## config.mk

```make
export PLATFORM = sky130hd
export DESIGN_NAME = variable_window_moving_average_top
export DESIGN_NICKNAME = d
export VERILOG_FILES = /design/src/design/vwma_pkg.sv /design/src/design/variable_window_moving_average_top.sv
export VERILOG_INCLUDE_DIRS = /design/src /design/src/design
export SDC_FILE = /design/constraint.sdc
export NUM_CORES = 1
export LEC_CHECK = 0
export ABC_AREA = 1
export ABC_CLOCK_PERIOD_IN_PS = 4350
export BUFFER_PORTS_ARGS = -buffer_cell sky130_fd_sc_hd__clkbuf_2
export CORE_AREA = 4 4 128 130
export CTS_CLUSTER_SIZE = 20
export DETAILED_ROUTE_END_ITERATION = 12
export DIE_AREA = 0 0 132 134
export PLACE_DENSITY = 0.77
export SYNTH_ARGS = -nofsm -noshare
export SYNTH_HDL_FRONTEND = slang
export SYNTH_SLANG_ARGS = --single-unit
```

## constraint.sdc

```tcl
create_clock -name clk_i -period 4.35 [get_ports clk_i]
set_clock_uncertainty 0.05 [all_clocks]
set_input_delay 0.435 -clock clk_i [delete_from_list [all_inputs] [get_ports clk_i]]
set_output_delay 0.435 -clock clk_i [all_outputs]
set_load 0.01 [all_outputs]
```

## src/design/variable_window_moving_average_top_defines.svh

```systemverilog
// ----------------------------------------------------------------------------
// Variable-window moving average: assertion macros
// Shared property shapes for the concurrent checks at the end of the top level.
// ----------------------------------------------------------------------------
`ifndef VARIABLE_WINDOW_MOVING_AVERAGE_TOP_DEFINES_SVH
`define VARIABLE_WINDOW_MOVING_AVERAGE_TOP_DEFINES_SVH

// Same-cycle implication, checked out of reset
`define VWMA_ASSERT_NOW(label, ante, cons, msg) \
  label: assert property (@(posedge clk_i) disable iff (!rst_ni) (ante) |-> (cons)) \
    else $error(msg);

// Next-cycle implication, checked out of reset
`define VWMA_ASSERT_NEXT(label, ante, cons, msg) \
  label: assert property (@(posedge clk_i) disable iff (!rst_ni) (ante) |=> (cons)) \
    else $error(msg);

`endif

```

## src/design/vwma_pkg.sv

```systemverilog
// ----------------------------------------------------------------------------
// Variable-window moving average: package
// Widths and reset constants of the history, counter, window and divider.
// ----------------------------------------------------------------------------
package vwma_pkg;

  localparam int HistDepth = 16;
  localparam int SampleW   = 8;
  localparam int WinW      = 4;
  localparam int IdxW      = $clog2(HistDepth);
  localparam int CountW    = $clog2(HistDepth + 1);
  // sum of up to 15 samples of 8 bits
  localparam int SumW      = SampleW + WinW;
  localparam int QuoBitsW  = $clog2(SampleW);

  localparam logic [WinW-1:0] WinReset = WinW'(3);

endpackage

```

## src/design/variable_window_moving_average_top.sv

```systemverilog
// ----------------------------------------------------------------------------
// Variable-window moving average
// Keeps a 16-entry sample history and averages the newest min(count, window)
// samples with a serial adder and a bit-serial restoring divider.
// ----------------------------------------------------------------------------
// Channel   | Dir | Signals                          | Contents
// s_axis    | in  | tvalid, tready, tdata[7:0]       | sample
// m_axis    | out | tvalid, tready, tdata[7:0]       | average
// cfg       | in  | cfg_valid_i, cfg_ready_o, data   | window_len
//
// After a sample's transfer the sequencer adds one history entry per step for
// used = min(samples seen, window) entries, then runs eight divider steps, one
// per quotient bit, and loads the output register from the hold state. A new
// sample is taken only in the idle state, after the last result has left hold.
// Reset clears the sample count and sets the window to 3; no clearing pass.
// A result waits in the output register while the next sample is taken in;
// a finished result stalls in the hold state only if that register is full.
// ----------------------------------------------------------------------------
`include "variable_window_moving_average_top_defines.svh"

module variable_window_moving_average_top (
  input  logic       clk_i,
  input  logic       rst_ni,
  // cfg write channel
  input  logic       cfg_valid_i,
  output logic       cfg_ready_o,
  input  logic [3:0] cfg_data_i,     // [3:0] window_len
  // sample input stream
  input  logic       s_axis_tvalid,
  output logic       s_axis_tready,
  input  logic [7:0] s_axis_tdata,   // [7:0] sample
  // average output stream
  output logic       m_axis_tvalid,
  input  logic       m_axis_tready,
  output logic [7:0] m_axis_tdata    // [7:0] average
);

  typedef enum logic [1:0] {
    ST_IDLE,
    ST_SUM,
    ST_DIV,
    ST_HOLD
  } state_e;

  state_e                        state_q;
  logic [vwma_pkg::WinW-1:0]     win_len_q;
  logic [vwma_pkg::CountW-1:0]   count_q, count_d;
  logic [vwma_pkg::IdxW-1:0]     used_q, used_d;
  logic [vwma_pkg::IdxW-1:0]     idx_q;
  logic [vwma_pkg::SumW-1:0]     acc_q, acc_d;
  logic [vwma_pkg::WinW-1:0]     rem_q;
  logic [vwma_pkg::SampleW-1:0]  quo_q, quo_d;
  logic [vwma_pkg::WinW-1:0]     rem_d;
  logic [vwma_pkg::SampleW-1:0]  out_data_q;
  logic                          out_valid_q;
  logic [vwma_pkg::SampleW-1:0]  hist_q [vwma_pkg::HistDepth];
  logic [vwma_pkg::WinW-1:0]     win_eff;
  logic [vwma_pkg::WinW:0]       trial;
  logic                          quo_bit;
  logic                          in_xfer;
  logic                          sum_last;
  logic                          div_last;
  logic                          out_free;

  assign in_xfer       = s_axis_tvalid && s_axis_tready;
  assign s_axis_tready = (state_q == ST_IDLE);
  assign cfg_ready_o   = 1'b1;
  assign m_axis_tvalid = out_valid_q;
  assign m_axis_tdata  = out_data_q;
  assign out_free      = !out_valid_q || m_axis_tready;

  // Window of zero acts as one
  assign win_eff = (win_len_q == '0) ? vwma_pkg::WinW'(1) : win_len_q;

  // Saturating count and averaged length for the incoming sample
  always_comb begin
    count_d = count_q;
    if (count_q < vwma_pkg::CountW'(vwma_pkg::HistDepth)) begin
      count_d = count_q + 1'b1;
    end
    if (count_d < {1'b0, win_eff}) begin
      used_d = count_d[vwma_pkg::IdxW-1:0];
    end else begin
      used_d = win_eff;
    end
  end

  // Shared adder: one history entry per cycle
  assign acc_d    = acc_q + {{vwma_pkg::WinW{1'b0}}, hist_q[idx_q]};
  assign sum_last = (idx_q == used_q - 1'b1);

  // Restoring divider step: one quotient bit per cycle
  assign trial   = {rem_q, quo_q[vwma_pkg::SampleW-1]};
  assign quo_bit = (trial >= {1'b0, used_q});
  always_comb begin
    if (quo_bit) begin
      rem_d = vwma_pkg::WinW'(trial - {1'b0, used_q});
    end else begin
      rem_d = trial[vwma_pkg::WinW-1:0];
    end
    quo_d = {quo_q[vwma_pkg::SampleW-2:0], quo_bit};
  end
  assign div_last = (idx_q[vwma_pkg::QuoBitsW-1:0] ==
                     vwma_pkg::QuoBitsW'(vwma_pkg::SampleW - 1));

  // Sample history, newest at entry 0
  always_ff @(posedge clk_i) begin
    if (in_xfer) begin
      hist_q[0] <= s_axis_tdata;
      for (int k = 1; k < vwma_pkg::HistDepth; k++) begin
        hist_q[k] <= hist_q[k-1];
      end
    end
  end

  // Sequencer, window register and output register
  always_ff @(posedge clk_i or negedge rst_ni) begin
    if (!rst_ni) begin
      state_q     <= ST_IDLE;
      win_len_q   <= vwma_pkg::WinReset;
      count_q     <= '0;
      used_q      <= '0;
      idx_q       <= '0;
      acc_q       <= '0;
      rem_q       <= '0;
      quo_q       <= '0;
      out_valid_q <= 1'b0;
      out_data_q  <= '0;
    end else begin
      if (cfg_valid_i && cfg_ready_o) begin
        win_len_q <= cfg_data_i;
      end
      // the hold state reloads the output register itself
      if (out_valid_q && m_axis_tready && (state_q != ST_HOLD)) begin
        out_valid_q <= 1'b0;
      end
      unique case (state_q)
        ST_IDLE: begin
          if (in_xfer) begin
            count_q <= count_d;
            used_q  <= used_d;
            idx_q   <= '0;
            acc_q   <= '0;
            state_q <= ST_SUM;
          end
        end
        ST_SUM: begin
          acc_q <= acc_d;
          if (sum_last) begin
            // quotient fits in 8 bits, so the top bits seed the remainder
            rem_q   <= acc_d[vwma_pkg::SumW-1:vwma_pkg::SampleW];
            quo_q   <= acc_d[vwma_pkg::SampleW-1:0];
            idx_q   <= '0;
            state_q <= ST_DIV;
          end else begin
            idx_q <= idx_q + 1'b1;
          end
        end
        ST_DIV: begin
          rem_q <= rem_d;
          quo_q <= quo_d;
          idx_q <= idx_q + 1'b1;
          if (div_last) begin
            state_q <= ST_HOLD;
          end
        end
        ST_HOLD: begin
          if (out_free) begin
            out_valid_q <= 1'b1;
            out_data_q  <= quo_q;
            state_q     <= ST_IDLE;
          end
        end
        default: begin
          state_q <= ST_IDLE;
        end
      endcase
    end
  end

  // Checks
  `VWMA_ASSERT_NEXT(a_xfer_starts_sum, in_xfer, state_q == ST_SUM, "transfer did not start sum")
  `VWMA_ASSERT_NOW(a_rem_below_divisor, state_q == ST_DIV, rem_q < used_q, "rem >= divisor")
  `VWMA_ASSERT_NOW(a_sum_idx_in_window, state_q == ST_SUM, idx_q < used_q, "index past window")
  `VWMA_ASSERT_NOW(a_out_from_hold, $rose(out_valid_q), $past(state_q) == ST_HOLD, "not from hold")

endmodule

```

## Word level (Yosys, flattened, before mapping)

Memories as Yosys holds them, arrays and structs flattened.
Index checks and enable logic that the tools add are counted.

| word-level totals | value |
|---|---|
| flip-flop bits (word level) | 52 |
| RAM bits | 128 |
| input bits | 17 |
| output and inout port bits | 11 |
| logic and storage cells | 68 |
| memories kept | 1 |

| operators by class | value |
|---|---|
| add/sub/neg operators | 5 |
| magnitude comparators | 3 |
| equal/unequal tests | 10 |
| mux-type cells | 23 |
| reductions and logical operators | 16 |

Memory list:

| name | words | bits a word | rd ports | clocked after Yosys merged registers in | wr ports | RTL line | source |
|---|---|---|---|---|---|---|---|
| hist_q | 16 | 8 | 16 | 0 | 16 | variable_window_moving_average_top.sv:56 | `logic [vwma_pkg::SampleW-1:0] hist_q [vwma_pkg::HistDepth];` |

Operators with widths:

| cell | count |
|---|---|
| $mux 4 | 6 |
| $pmux 12 s2 | 1 |
| $pmux 8 s2 | 1 |
| $add 12x8->12 | 1 |
| $mux 12 | 1 |
| $pmux 4 s3 | 1 |
| $reduce_and 2->1 | 5 |
| $mux 2 | 4 |
| $mux 8 | 1 |
| $ne 2x2->1 const B | 4 |
| $pmux 2 s4 | 1 |
| $pmux 4 s2 | 1 |
| $add 5x1->5 const B | 1 |
| $ge 5x4->1 | 1 |
| $lt 5x4->1 | 1 |
| $lt 5x5->1 const B | 1 |
| $mux 1 | 5 |
| $mux 5 | 1 |
| $add 4x1->4 const B | 1 |
| $eq 2x2->1 const B | 2 |
| $eq 4x4->1 | 1 |
| $logic_not 4->1 | 1 |
| $reduce_and 4->1 | 1 |
| $reduce_bool 2->1 | 2 |
| other kinds (10) | 12 |

## Depth between registers and ports, before layout

Gate-level depths: netlist of run 1.

| logic depth | value |
|---|---|
| depth in word-level cells | 5 |
| gate-level depth with buffers | 20 |
| mapped depth without buffers | 19 |

## Least setup slack after synthesis of run 1

No wires, ideal clock.

| path | value |
|---|---|
| path kind | reg-to-reg |
| start | register state_q[0] |
| end | memory hist_q[0][0] in the netlist's numbering, enable pin |
| setup time | 485 ps |
| arrival | 3429 ps |
| required time | 3815 ps |
| path slack | 386 ps |
| cell stages (with the launch flop) | 5 |
| buffers on the path | 0 |
| clock period less this slack | 3964 ps |
| cells stage by stage | dfrtp_1 -> inv_1 -> ha_1 -> nand2_1 -> inv_1 |

RTL lines:

| what | RTL line | source |
|---|---|---|
| from (decl) | variable_window_moving_average_top.sv:45 | `state_e state_q;` |
| from (signal assigned) | variable_window_moving_average_top.sv:119 | `state_q <= ST_IDLE;` |
| from (signal assigned) | variable_window_moving_average_top.sv:144 | `state_q <= ST_SUM;` |
| from (signal assigned) | variable_window_moving_average_top.sv:154 | `state_q <= ST_DIV;` |
| to (decl) | variable_window_moving_average_top.sv:56 |  |

## Worst setup path after layout of run 1

| path | value |
|---|---|
| start | register idx_q[1] in the netlist's numbering |
| end | register quo_q[7] in the netlist's numbering |

| on the way | value |
|---|---|
| cells in the longest elaborated chain, start to end | 4 |
| elaborated cells on any way between the ends | 7 |
| those cells by class | add/sub: 1; eq/ne: 2; mux: 2; reduce/logical: 1; memory: 1 |

RTL lines:

| what | RTL line | source |
|---|---|---|
| from (decl) | variable_window_moving_average_top.sv:49 | `logic [vwma_pkg::IdxW-1:0] idx_q;` |
| from (signal assigned) | variable_window_moving_average_top.sv:156 | `idx_q <= idx_q + 1'b1;` |
| from (signal assigned) | variable_window_moving_average_top.sv:162 | `idx_q <= idx_q + 1'b1;` |
| $mem_v2 16x8 | n/a |  |
| $add 12x8->12 | variable_window_moving_average_top.sv:89 | `assign acc_d = acc_q + {{vwma_pkg::WinW{1'b0}}, hist_q[idx_q]};` |
| $mux 8 | variable_window_moving_average_top.sv:149 | `if (sum_last) begin` |
| $pmux 8 s2 | variable_window_moving_average_top.sv:137 | `unique case (state_q)` |
| to (signal assigned) | variable_window_moving_average_top.sv:152 | `quo_q <= acc_d[vwma_pkg::SampleW-1:0];` |
| to (signal assigned) | variable_window_moving_average_top.sv:161 | `quo_q <= quo_d;` |
| to (decl) | variable_window_moving_average_top.sv:52 | `logic [vwma_pkg::SampleW-1:0] quo_q, quo_d;` |

Several ways; a longest one is shown, not always the timed one. The select of a mux whose other input is x is not followed.
A chain may end at the register's enable or synchronous reset.

==> results.sh, run 1 <==
export IMPL_run_status="complete, no violations"
export IMPL_total_power_mw=6.25
export IMPL_insertion_delay_ns=0.43
export IMPL_antenna_left=0
export IMPL_layout_nets=875
export IMPL_crit_required_ns=4.60
export IMPL_rsz0062_at_grt="no"
export IMPL_worstRegToRegCells=14
export IMPL_netlist_area_mm2=0.00828
export IMPL_pin_count=28
export IMPL_finalWirelength_mm=15.9
export IMPL_grt_max_degree=70
export IMPL_setup_viol=0
export IMPL_post_cts_setup_buffers=0
export IMPL_synth_edf_count=128
export IMPL_drive_gt1_frac=0.0865
export IMPL_clockRootBuffer="clkbuf_16"
export IMPL_critPathArrivalTime_ns=3.53
export IMPL_ys_types=31
export IMPL_areaGrowthSynthToFinish_pct=10.5
export IMPL_cp_end_kind="flop"
export IMPL_post_route_period_util=0.752
export IMPL_hpwl_mm=10.1
export IMPL_final_cells=1032
export IMPL_synth_seq_cells=180
export IMPL_die_h_um=134
export IMPL_viasPerCell=5.50
export IMPL_clkTransAtPathRegs_ns=0.07
export IMPL_n_antenna_cell=0
export IMPL_drc=0
export IMPL_die_w_um=132
export IMPL_ir_drop_uv=408
export IMPL_htreeDepth=4
export IMPL_gp_congestion=0.850
export IMPL_seq_area_frac_synth=0.622
export IMPL_die_area_mm2=0.0177
export IMPL_final_hold_violation_count=0
export IMPL_ys_flop_type="edfxtp_1"
export IMPL_whs_ns=0.124
export IMPL_port_buffers=26
export IMPL_yosys_warnings=0
export IMPL_grt_pass1_wl_mm=26.7
export IMPL_syn_nets=851
export IMPL_leakage_nw=3.74
export IMPL_wire_per_inst_um=15.4
export IMPL_synth_async_sr_flop_share=0.289
export IMPL_drv_slew=0
export IMPL_worstMarginPinSlew_ns=0.816
export IMPL_numCtsBuffers=17
export IMPL_max_cap_viol_count=0
export IMPL_num_rows=45
export IMPL_grt_pass1_vias=5430
export IMPL_fin_crit_ns=3.27
export IMPL_route_vias_total=5675
export IMPL_initial_core_util=0.547
export IMPL_fin_tns_setup_ns=0
export IMPL_place_ws_ns=1.08
export IMPL_hp_class="in -> reg"
export IMPL_maxSlewHeadroom=0.456
export IMPL_multi_input_comb_area_mm2=0.00272
export IMPL_synth_cells=808
export IMPL_setup_worst_path_class="reg -> reg"
export IMPL_cts_tree="done"
export IMPL_synth_avg_cell_area_um2=10.2
export IMPL_power_density_mw_per_mm2=684
export IMPL_drt_iter0_drc=673
export IMPL_grt_ovfl_total=0
export IMPL_critPathLaunchType="flop"
export IMPL_fin_ws_ns=1.08
export IMPL_fillerInstances=1179
export IMPL_critPathMaxFanout=49
export IMPL_clkSinkCount=180
export IMPL_regArea_mm2=0.00515
export IMPL_cts_max_path_buffers=2
export IMPL_core_mm2=0.0151
export IMPL_antenna_found_initial=1
export IMPL_whs_path_depth=1
export IMPL_grt_usage=0.187
export IMPL_fmax_mhz=306
export IMPL_first_pass_iters=5
export IMPL_dp_cells=1000
stage by stage:
step	utilization	cell area, µm²
2_1_floorplan	-	8280
3_3_place_gp	0.567	8590
3_5_place_dp	0.567	8590
4_1_cts	0.604	9150
5_1_grt	0.604	9150
6_report	0.604	9150
area by class of cell:
type / count / area share
Clock buffer: 17 / 0.0465
Clock inverter: 14 / 0.0139
Inverter: 75 / 0.0310
Multi-Input combinational cell: 523 / 0.297
Sequential cell: 180 / 0.563
Tap cell: 188 / 0.0257
Timing Repair Buffer: 35 / 0.0232
Yosys cell counts, types with 2 or more instances:
library cell  instances  area, µm²
a21oi_1               6       30.0
buf_2                 6       30.0
buf_4                 2       15.0
clkbuf_1             21       78.8
dfrtp_1              50       1250
dfstp_2               2       52.6
edfxtp_1            128       3840
fa_1                  2       40.0
ha_1                 24        300
inv_1                72        270
inv_2                 3       11.3
mux2i_1              11        110
nand2_1             166        623
nand3_1              54        270
nand3b_1              2       15.0
nand4_1               5       31.3
nor2_1               97        364
o211ai_1             21        158
o21ai_0             104        521
o21ai_1               2       10.0
o221ai_1             11       96.3
o22ai_1               4       25.0
xnor2_1               2       17.5
xor2_1                6       52.6
logic make-up after synthesis:
logic type,synth area share
compound gates,0.105
xor+xnor,0.00846
fa+ha+maj,0.0411
buf+inv,0.0503
flops,0.622
mux,0.0133
other cells,0.000453
simple gates,0.159
layer usage:
layer  GRT usage  routed length, µm
met5           0                 15
met4      0.0642                272
met3      0.0446                965
met2       0.287               7330
met1       0.264               7310
flip-flops by register name, summed over array words and instances, names as in the netlist, 5 cells and up:
name	count
acc_q	12
hist_q	128
m_axis_tdata	8
count_q	5
quo_q	8
critical path, cell delays in order, from the launching register on:
cell	delay, ns
dfrtp_2	0.89
buf_4	0.37
nor2_1	0.07
o21ai_0	0.07
o21ai_0	0.13
o211ai_1	0.22
nand2_1	0.13
ha_1	0.39
nand2_1	0.13
nor2_1	0.16
nand2_1	0.11
nand3_1	0.12
nand3_1	0.10
nand3_1	0.11
o21ai_0	0.08
power breakdown:
| part | internal (mW) | total (mW) | switching (mW) |
|---|---|---|---|
| registers | 2.40 | 2.67 | 0.272 |
| clock network | 0.792 | 1.46 | 0.666 |
| logic | 0.704 | 2.13 | 1.42 |
| total | 3.89 | 6.25 | 2.36 |
layout by cell type (no fill, tap or decap), types with 2 or more instances in the layout:
cell type   synthesis  layout
mux2i_1            11      11
clkinv_1            0       3
clkbuf_16           0      17
inv_6               0       3
xnor2_1             2       2
inv_2               3       3
o221ai_1           11      11
o211ai_1           21      21
nor2_1             97      97
inv_1              72      71
nand4_1             5       5
inv_8               0       2
a21oi_1             6       6
nand2_1           166     166
dfrtp_2             0       2
clkinv_4            0       2
buf_4               2       7
xor2_1              6       6
nand3b_1            2       2
o22ai_1             4       4
ha_1               24      24
o21ai_1             2       2
dfstp_2             2       2
nand3_1            54      54
o21ai_0           104     104
edfxtp_1          128     128
clkinvlp_4          0       2
fa_1                2       2
clkbuf_2            0      26
dfrtp_1            50      48
timing repair:
| action | in CTS | in global routing |
|---|---|---|
| hold endpoints to repair | 20 | 0 |
| hold buffers | 1 | 0 |
| resized for setup | 0 | 0 |
final timing paths:
kind | start | end | slack (ns)
worst min-delay path | s_axis_tdata[0] | hist_q[0][0] | 0.12
worst max-delay path | idx_q[1] | quo_q[7] | 1.08
worst min register to register | hist_q[12][5] | hist_q[13][5] | 0.39
max in group asynchronous | rst_ni | win_len_q[1] | 2.96
worst max register to register | idx_q[1] | quo_q[7] | 1.08
min in group asynchronous | rst_ni | quo_q[1] | 0.45
Power figures use the tool's default switching activity.
==> run 2, diff against run 1 <==
- ABC_CLOCK_PERIOD_IN_PS: 4350 -> 3260
- clock period: 4.35 -> 3.26 ns (I/O delays scaled with it)
==> run 2 against run 1 <==
  * Die area is the same
  * Largest power group unchanged
  * Final area grew 1.6%
  * Fmax grew 10%
  * Routed wire length shrank 0.99%
==> results.sh, run 2 (synthesized netlist as in run 1, its figures left out) <==
export IMPL_regMostFlops="hist_q"
export IMPL_post_route_period_util=0.909
export IMPL_cts_max_path_buffers=2
export IMPL_clockRootBuffer="clkbuf_16"
export IMPL_power_density_mw_per_mm2=918
export IMPL_grt_usage=0.188
export IMPL_finalWirelength_mm=15.7
export IMPL_maxSlewHeadroom=0.423
export IMPL_areaGrowthSynthToFinish_pct=12.3
export IMPL_die_area_mm2=0.0177
export IMPL_whs_ns=0.0202
export IMPL_cp_cell_sequence="buf_12, mux2i_1, o221ai_1, nand3_1, nand2_1, ha_1, fa_1, nand2_1, nand3_1, nand3_1, nand2_1, nand3_1, nand3_1, nand3_1, nand2_1"
export IMPL_worstReg2RegStart="idx_q[0]"
export IMPL_antenna_found_initial=0
export IMPL_setup_viol=0
export IMPL_clkTransAtPathRegs_ns=0.06
export IMPL_hp_class="in -> reg"
export IMPL_grt_pass1_wl_mm=27.0
export IMPL_reg2reg_to="rem_q[2]"
export IMPL_ir_drop_uv=546
export IMPL_grt_ovfl_total=0
export IMPL_insertion_delay_ns=0.43
export IMPL_critPathCapture="rem_q[2]"
export IMPL_port_buffers=26
export IMPL_fmax_mhz=338
export IMPL_initial_core_util=0.547
export IMPL_drive_gt1_frac=0.0940
export IMPL_critPathLaunchType="flop"
export IMPL_whs_path_depth=1
export IMPL_drv_slew=0
export IMPL_n_antenna_cell=0
export IMPL_cp_end_kind="flop"
export IMPL_route_vias_total=5735
export IMPL_max_cap_viol_count=0
export IMPL_crit_required_ns=3.52
export IMPL_reg_largest_list="hist_q: 128 flops, acc_q: 12 flops"
export IMPL_leakage_nw=3.79
export IMPL_rsz0062_at_grt="no"
export IMPL_cpPeakStageDelay_ns=0.41
export IMPL_pin_count=28
export IMPL_layout_nets=882
export IMPL_cts_tree="done"
export IMPL_post_dp_cell_area_mm2=0.00869
export IMPL_crit_start="idx_q[0]"
export IMPL_reg2reg_setup_slack_ns=0.30
export IMPL_fin_tns_setup_ns=0
export IMPL_die_h_um=134
export IMPL_drc=0
export IMPL_numCtsBuffers=17
export IMPL_drt_iter0_drc=588
export IMPL_fin_crit_ns=2.96
export IMPL_stdcell_area_mm2=0.00930
export IMPL_critPathArrivalTime_ns=3.22
export IMPL_clkSinkCount=180
export IMPL_antenna_left=0
export IMPL_wire_per_inst_um=15.1
export IMPL_slowest_stage="dfrtp_2"
export IMPL_grt_pass1_vias=5569
export IMPL_min_from="s_axis_tdata[1]"
export IMPL_htreeDepth=4
export IMPL_mostFrequentLayoutCell="nand2_1"
export IMPL_worstRegToRegCells=15
export IMPL_viasPerCell=5.52
export IMPL_worstMarginPinSlew_ns=0.865
export IMPL_grt_max_degree=70
export IMPL_first_pass_iters=5
export IMPL_critPathMostFrequentCell="nand3_1"
export IMPL_num_rows=45
export IMPL_largest_reg_flops=128
export IMPL_die_w_um=132
export IMPL_setup_worst_path_class="reg -> reg"
export IMPL_gp_congestion=0.881
export IMPL_critPathMaxFanout=69
export IMPL_fillerInstances=1175
export IMPL_utilization=0.614
export IMPL_core_mm2=0.0151
export IMPL_hpwl_mm=10.4
export IMPL_total_power_mw=8.53
export IMPL_run_status="complete, no violations"
export IMPL_final_hold_violation_count=0
export IMPL_layout_common_cells="nand2_1 (165), edfxtp_1 (128), o21ai_0 (104)"
==> run 2: layer usage <==
layer,vias up,global-route usage,wire (µm)
met3,27,0.0323,679
met5,-,0,0
met4,0,0.0747,326
met2,137,0.293,7390
li1,2841,-,-
met1,2730,0.265,7340
==> run 2: through the flow <==
stage | std cells | worst slack [ns]
floorplan | 808 | 0.0227
global placement | 1007 | 0.385
detailed placement | 1007 | 0.315
CTS | 1039 | 0.303
global route | 1039 | 0.0518
finish | 1039 | 0.298
==> run 2: where the power goes <==
group          leakage (nW)  total, mW  switching (mW)  internal (mW)
combinational          1.66       2.97            1.97           1.00
sequential             1.85       3.53           0.329           3.20
clock                 0.275       2.04           0.831           1.21
total                  3.79       8.53            3.13           5.41
==> run 2: area by class of cell <==
class	instances	area, µm²	area share
Clock buffer	20	437	0.0470
Clock inverter	11	151	0.0163
Inverter	75	288	0.0310
Multi-Input combinational cell	523	2720	0.292
Sequential cell	180	5150	0.554
Tap cell	188	235	0.0253
Timing Repair Buffer	42	315	0.0339
==> run 2: how the worst min path moves through the flow <==
stage / endpoint
floorplan: acc_q[0]
global placement: hist_q[11][6]
detailed placement: hist_q[13][5]
CTS: hist_q[0][4]
global route: hist_q[0][1]
finish: hist_q[0][1]
==> run 2: what timing repair did <==
action                                  CTS  global route
endpoints found under the setup margin    0             4
endpoints found under the hold margin    21             0
hold buffers                              1             0
buffers inserted                          0             0
gates resized for setup                   0             3
==> run 2: worst max-delay path, delay by kind of cell, from the launching register on <==
family / cells / cell delay, ns
compound gates: 1 / 0.13
mux: 1 / 0.24
buf+inv: 1 / 0.28
simple gates: 10 / 1.07
fa+ha+maj: 2 / 0.65
flops: 1 / 0.41
